--- src/hdl/salsa_pkg.sv ---
// Shared types, constants and the quarter-round function of the Salsa20 stream cipher.
package salsa_pkg;

  typedef logic [31:0] word_t;

  // One quarter-round column: words a, b, c, d in the order of the quad table.
  typedef struct packed {
    word_t a;
    word_t b;
    word_t c;
    word_t d;
  } quad_t;

  // Matrix constants, "expand 32-byte k".
  localparam word_t SIGMA0 = 32'h6170_7865;
  localparam word_t SIGMA1 = 32'h3320_646e;
  localparam word_t SIGMA2 = 32'h7962_2d32;
  localparam word_t SIGMA3 = 32'h6b20_6574;

  // Configuration register indexes.
  localparam logic [2:0] CFG_KEY01 = 3'd0;
  localparam logic [2:0] CFG_KEY23 = 3'd1;
  localparam logic [2:0] CFG_KEY45 = 3'd2;
  localparam logic [2:0] CFG_KEY67 = 3'd3;
  localparam logic [2:0] CFG_NONCE = 3'd4;

  // Word indexes of the quarter rounds: four for the column round, four for the row round.
  localparam logic [3:0] QUAD [8][4] = '{
    '{4'd0,  4'd4,  4'd8,  4'd12},
    '{4'd5,  4'd9,  4'd13, 4'd1},
    '{4'd10, 4'd14, 4'd2,  4'd6},
    '{4'd15, 4'd3,  4'd7,  4'd11},
    '{4'd0,  4'd1,  4'd2,  4'd3},
    '{4'd5,  4'd6,  4'd7,  4'd4},
    '{4'd10, 4'd11, 4'd8,  4'd9},
    '{4'd15, 4'd12, 4'd13, 4'd14}
  };

  // Controller states.
  typedef enum logic [2:0] {
    S_IDLE,
    S_LOAD,
    S_ROUND,
    S_ADD,
    S_EMIT
  } state_t;

  // Commands from the controller to the datapath.
  typedef struct packed {
    logic capture;
    logic load;
    logic round_en;
    logic row_sel;
    logic add;
    logic emit;
  } cmd_t;

  // Status from the datapath to the controller.
  typedef struct packed {
    logic pos_zero;
    logic out_busy;
  } sts_t;

  // Salsa20 quarter round: four dependent add, rotate and XOR steps.
  function automatic quad_t quarter(quad_t x);
    word_t t;
    quad_t y;
    t   = x.a + x.d;
    y.b = x.b ^ {t[24:0], t[31:25]};
    t   = y.b + x.a;
    y.c = x.c ^ {t[22:0], t[31:23]};
    t   = y.c + y.b;
    y.d = x.d ^ {t[18:0], t[31:19]};
    t   = y.d + y.c;
    y.a = x.a ^ {t[13:0], t[31:14]};
    return y;
  endfunction

endpackage

--- src/hdl/salsa_ctrl.sv ---
// Controller state machine of the Salsa20 stream cipher: sequences block generation and output.
module salsa_ctrl #(
  parameter int DOUBLE_ROUNDS = 10
) (
  input  logic            clk,
  input  logic            rst,
  input  logic            s_axis_tvalid,
  output logic            s_axis_tready,
  input  salsa_pkg::sts_t sts,
  output salsa_pkg::cmd_t cmd
);

  localparam int RW = (2 * DOUBLE_ROUNDS > 1) ? $clog2(2 * DOUBLE_ROUNDS) : 1;

  salsa_pkg::state_t state, state_next;
  logic [RW-1:0]     rnd;
  logic              last_round;
  logic              accept;

  assign last_round = (rnd == RW'(2 * DOUBLE_ROUNDS - 1));
  assign accept     = s_axis_tvalid && (state == salsa_pkg::S_IDLE);

  // State register and round counter.
  always_ff @(posedge clk) begin
    if (rst) begin
      state <= salsa_pkg::S_IDLE;
      rnd   <= '0;
    end else begin
      state <= state_next;
      if (state == salsa_pkg::S_LOAD) begin
        rnd <= '0;
      end else if (state == salsa_pkg::S_ROUND) begin
        rnd <= rnd + 1'b1;
      end
    end
  end

  // Next state.
  always_comb begin
    state_next = state;
    case (state)
      salsa_pkg::S_IDLE: begin
        if (accept) begin
          state_next = sts.pos_zero ? salsa_pkg::S_LOAD : salsa_pkg::S_EMIT;
        end
      end
      salsa_pkg::S_LOAD:  state_next = salsa_pkg::S_ROUND;
      salsa_pkg::S_ROUND: begin
        if (last_round) begin
          state_next = salsa_pkg::S_ADD;
        end
      end
      salsa_pkg::S_ADD:   state_next = salsa_pkg::S_EMIT;
      salsa_pkg::S_EMIT: begin
        if (!sts.out_busy) begin
          state_next = salsa_pkg::S_IDLE;
        end
      end
      default: state_next = salsa_pkg::S_IDLE;
    endcase
  end

  // Outputs.
  always_comb begin
    s_axis_tready = 1'b0;
    cmd           = '0;
    case (state)
      salsa_pkg::S_IDLE: begin
        s_axis_tready = 1'b1;
        cmd.capture   = s_axis_tvalid;
      end
      salsa_pkg::S_LOAD:  cmd.load = 1'b1;
      salsa_pkg::S_ROUND: begin
        cmd.round_en = 1'b1;
        cmd.row_sel  = rnd[0];
      end
      salsa_pkg::S_ADD:   cmd.add = 1'b1;
      salsa_pkg::S_EMIT:  cmd.emit = !sts.out_busy;
      default: cmd = '0;
    endcase
  end

  // The round counter stays in range and a block always runs its full count of rounds.
  a_rnd_range: assert property (@(posedge clk) disable iff (rst)
    (state == salsa_pkg::S_ROUND) |-> (rnd <= RW'(2 * DOUBLE_ROUNDS - 1)))
    else $error("round counter beyond the last round");

  a_add_after_rounds: assert property (@(posedge clk) disable iff (rst)
    (state == salsa_pkg::S_ADD) |-> ($past(state) == salsa_pkg::S_ROUND && $past(last_round)))
    else $error("final addition without a completed round sequence");

  a_load_first: assert property (@(posedge clk) disable iff (rst)
    (state == salsa_pkg::S_ROUND && $past(state) != salsa_pkg::S_ROUND) |-> (rnd == '0))
    else $error("round sequence did not start at round zero");

endmodule

--- config.mk ---
export PLATFORM = sky130hd
export DESIGN_NAME = salsa_ctrl
export DESIGN_NICKNAME = d
export VERILOG_FILES = /design/src/hdl/salsa_pkg.sv /design/src/hdl/salsa_ctrl.sv
export SDC_FILE = /design/constraint.sdc
export NUM_CORES = 1
export LEC_CHECK = 0
export CAP_MARGIN = 25
export CORE_AREA = 3 3 40 42
export CTS_BUF_LIST = sky130_fd_sc_hd__clkbuf_16
export DETAILED_ROUTE_END_ITERATION = 10
export DIE_AREA = 0 0 43 45
export DONT_BUFFER_PORTS = 1
export PLACE_DENSITY = 0.46
export SLEW_MARGIN = 20
export SYNTH_ARGS = -nofsm -noshare
export SYNTH_HDL_FRONTEND = slang
export SYNTH_SLANG_ARGS = --single-unit
export TNS_END_PERCENT = 5
--- constraint.sdc ---
create_clock -name clk -period 2.34 [get_ports clk]
set_clock_uncertainty 0.2 [all_clocks]
set_input_delay 0.117 -clock clk [delete_from_list [all_inputs] [get_ports clk]]
set_output_delay 0.117 -clock clk [all_outputs]
set_load 0.02 [all_outputs]
==> metrics.md <==
| Metric | Value |
|---|---|
| Vias in the first global route | 351 |
| Syn nets | 61 |
| Setup crit end kind | register |
| Die area | 0.00194 mm^2 |
| CTS H-tree depth | 1 |
| Ant diodes | 0 |
| First-pass GRT wire length | 1.56 mm |
| Worst Path Arrival | 2.07 ns |
| Register-to-register setup slack | 0.25 ns |
| Drt pass-1 iters | 4 |
| Crit-path max FO | 4 |
| Unique masters post-synth | 24 |
| Initial core utilization | 34.5% |
| Cells after Synth | 55 |
| Die Span Y | 45 um |
| Routability Congestion | 0.643 |
| Pre-CTS setup slack | 0.498 ns |
| Final period utilization | 89.5% |
| Io pins | 12 |
| Worst skew pair latency | 0.23 ns |
| CTS Buffer Depth | 2 |
| FMAX | 477 MHz |
| Cell Area, Synth | 443 um^2 |
| Register area share after synthesis | 36.2% |
| DR vias/cell | 5.22 |
| RSZ-0062 raised after global routing | false |
| Detailed Place HPWL | 614 um |
| I/O Buffers | 0 |
| CTS tree | yes |
| Layout fillers | 128 |
| Synthesis Warnings | 0 |
| Largest net degree at the start of global routing | 11 |
| Mean post-synth cell area | 8.05 um^2 |
| # DRC | 0 |
| Startpoint types | register |
| Worst Max-Slew Pin Slew | 0.387 ns |
| Status | finished clean |
| Clk pin slew, worst setup/hold paths | 0.04 ns |
| Ratio of cells with drive above 1 in the final layout | 12.1% |
| Antenna-violating nets left | 0 |
| Routed length per instance | 11.8 um |
| Fin. max-slew vios | 0 |
| WHS | 0.0399 ns |
| CTS Buf Count | 3 |
| Leakage power | 0.212 nW |
| Min-delay worst type | input port to register |
| Final wirelength | 864 um |
| Overall Power | 0.494 mW |
| Max cap viols | 0 |
| Hold violation total from the final report | 0 |
| Root buf cell | clkbuf_16 |
| Core footprint | 0.00128 mm^2 |
| Max IR drop VDD | 0.000448 V |
| # rows | 13 |
| WS Path Type | register to register |
| Power Density | 895 mW/mm^2 |
| Slew HR | 74.1% |
| Via Count | 381 |
| Endpoints failing setup | 0 |
| GRT Total Usage | 11.6% |
| CP required | 2.31 ns |
| Number of clock sinks | 8 |
| Antenna violations before repair | 0 |
| Die width | 43 um |
| Final setup TNS | 0 ns |
| Area added between synthesis and finish | 24.6% |
| FF+latch area | 160 um^2 |
| Net count, final | 66 |
| Footprint of the multi-input gates | 245 um^2 |
| Final setup margin | 0.245 ns |
| Final worst path period need | 2.09 ns |
| #FFs+latches synth | 8 |
| Finished Core Util | 42.9% |
| DR iter-0 viols | 8 |
| Grt ovf | 0 |
-- per-layer routing --
layer / vias up / global-route usage (%) / routed length, um
met1: 166 / 14.5 / 452
met4: 0 / 10.8 / 31
li1: 199 / - / -
met5: - / 0 / 0
met2: 12 / 14.7 / 327
met3: 4 / 4.78 / 53
-- flip-flops by register name, indices dropped and copies added, names as in the netlist --
register and cells:
state 3, rnd 5
-- cells by family (layout without fill, tap and decap cells) --
logic type | Yosys count | count (layout) | synth area share (%)
AO/OA/AOI/OAI | 11 | 11 | 14.7
flip-flops | 8 | 8 | 36.2
adder cells (fa/ha/maj) | 1 | 1 | 2.82
buffers and inverters | 7 | 10 | 9.89
XOR/XNOR | 2 | 2 | 3.96
AND/OR/NAND/NOR | 26 | 26 | 32.5
-- area by class of cell --
class | instances | area share, %
Multi-Input combinational cell | 40 | 44.4
Sequential cell | 8 | 29.0
Clock buffer | 3 | 13.6
Timing Repair Buffer | 5 | 8.16
Tap cell | 15 | 3.40
Inverter | 2 | 1.36
-- power by group --
group | internal, mW | total [mW] | switching, mW
registers | 0.142 | 0.154 | 0.0115
clock network | 0.220 | 0.287 | 0.0666
logic | 0.0251 | 0.0533 | 0.0282
-- path summary, 6_finish.rpt --
| path | from | end | depth (start not counted) |
|---|---|---|---|
| worst min register to register | rnd[1]$_SDFFE_PP0P_ | rnd[1]$_SDFFE_PP0P_ | 2 |
| worst max register to register | rnd[0]$_SDFFE_PP0P_ | state[2]$_SDFFE_PP0P_ | 5 |
| worst min-delay path | sts[1] | state[0]$_SDFFE_PP0P_ | 3 |
| worst max-delay path | rnd[0]$_SDFFE_PP0P_ | state[2]$_SDFFE_PP0P_ | 5 |
-- placed cells by master (no fill, tap or decap), types with 2 or more instances in the layout --
master	synthesis	layout
a21oi_1	5	5
and2_1	2	2
buf_4	2	2
clkbuf_16	0	3
dfxtp_1	8	8
dlygate4sd3_1	0	3
inv_1	2	2
nand2_1	4	4
nand3_1	3	3
nor2_1	5	5
nor3_1	2	2
nor4_1	2	2
o21ai_0	3	3
or3_1	3	3
xnor2_1	2	2
-- what timing repair did --
| action | 4_1_cts | 5_1_grt |
|---|---|---|
| hold buffers | 3 | 0 |
| gates resized for setup | 0 | 1 |
| endpoints found under the setup margin | 0 | 1 |
| endpoints found under the hold margin | 8 | 0 |
| buffers inserted | 0 | 0 |
-- worst max-delay path, stage by stage, from the launching register on --
cell	delay (ns)
dfxtp_1	0.38
ha_1	0.20
nor4bb_2	0.27
nor2_1	0.07
a2111oi_0	0.31
dlygate4sd3_1	0.60
-- through the flow --
stage                     instances  instance area [um^2]
after detailed placement         67                   440
after floorplan                  55                   443
final                            73                   552
after CTS                        73                   546
after global placement           67                   440
after global routing             73                   552
-- cell usage after synthesis (all sizes together) --
master / count / area (um^2)
and2: 2 / 12.5
nor4: 2 / 12.5
o21ai: 3 / 15.0
and3b: 1 / 8.76
or2: 1 / 6.26
nor3: 2 / 10.0
nor3b: 1 / 7.51
ha: 1 / 12.5
nor2: 5 / 18.8
dfxtp: 8 / 160
a211o: 1 / 8.76
nand3: 3 / 15.0
nand2: 4 / 15.0
a21o: 1 / 7.51
a21oi: 5 / 25.0
xnor2: 2 / 17.5
nor4bb: 1 / 10.0
buf: 5 / 36.3
or3b: 1 / 8.76
inv: 2 / 7.51
or3: 3 / 18.8
a2111oi: 1 / 8.76
Power figures use the tool's default switching activity.
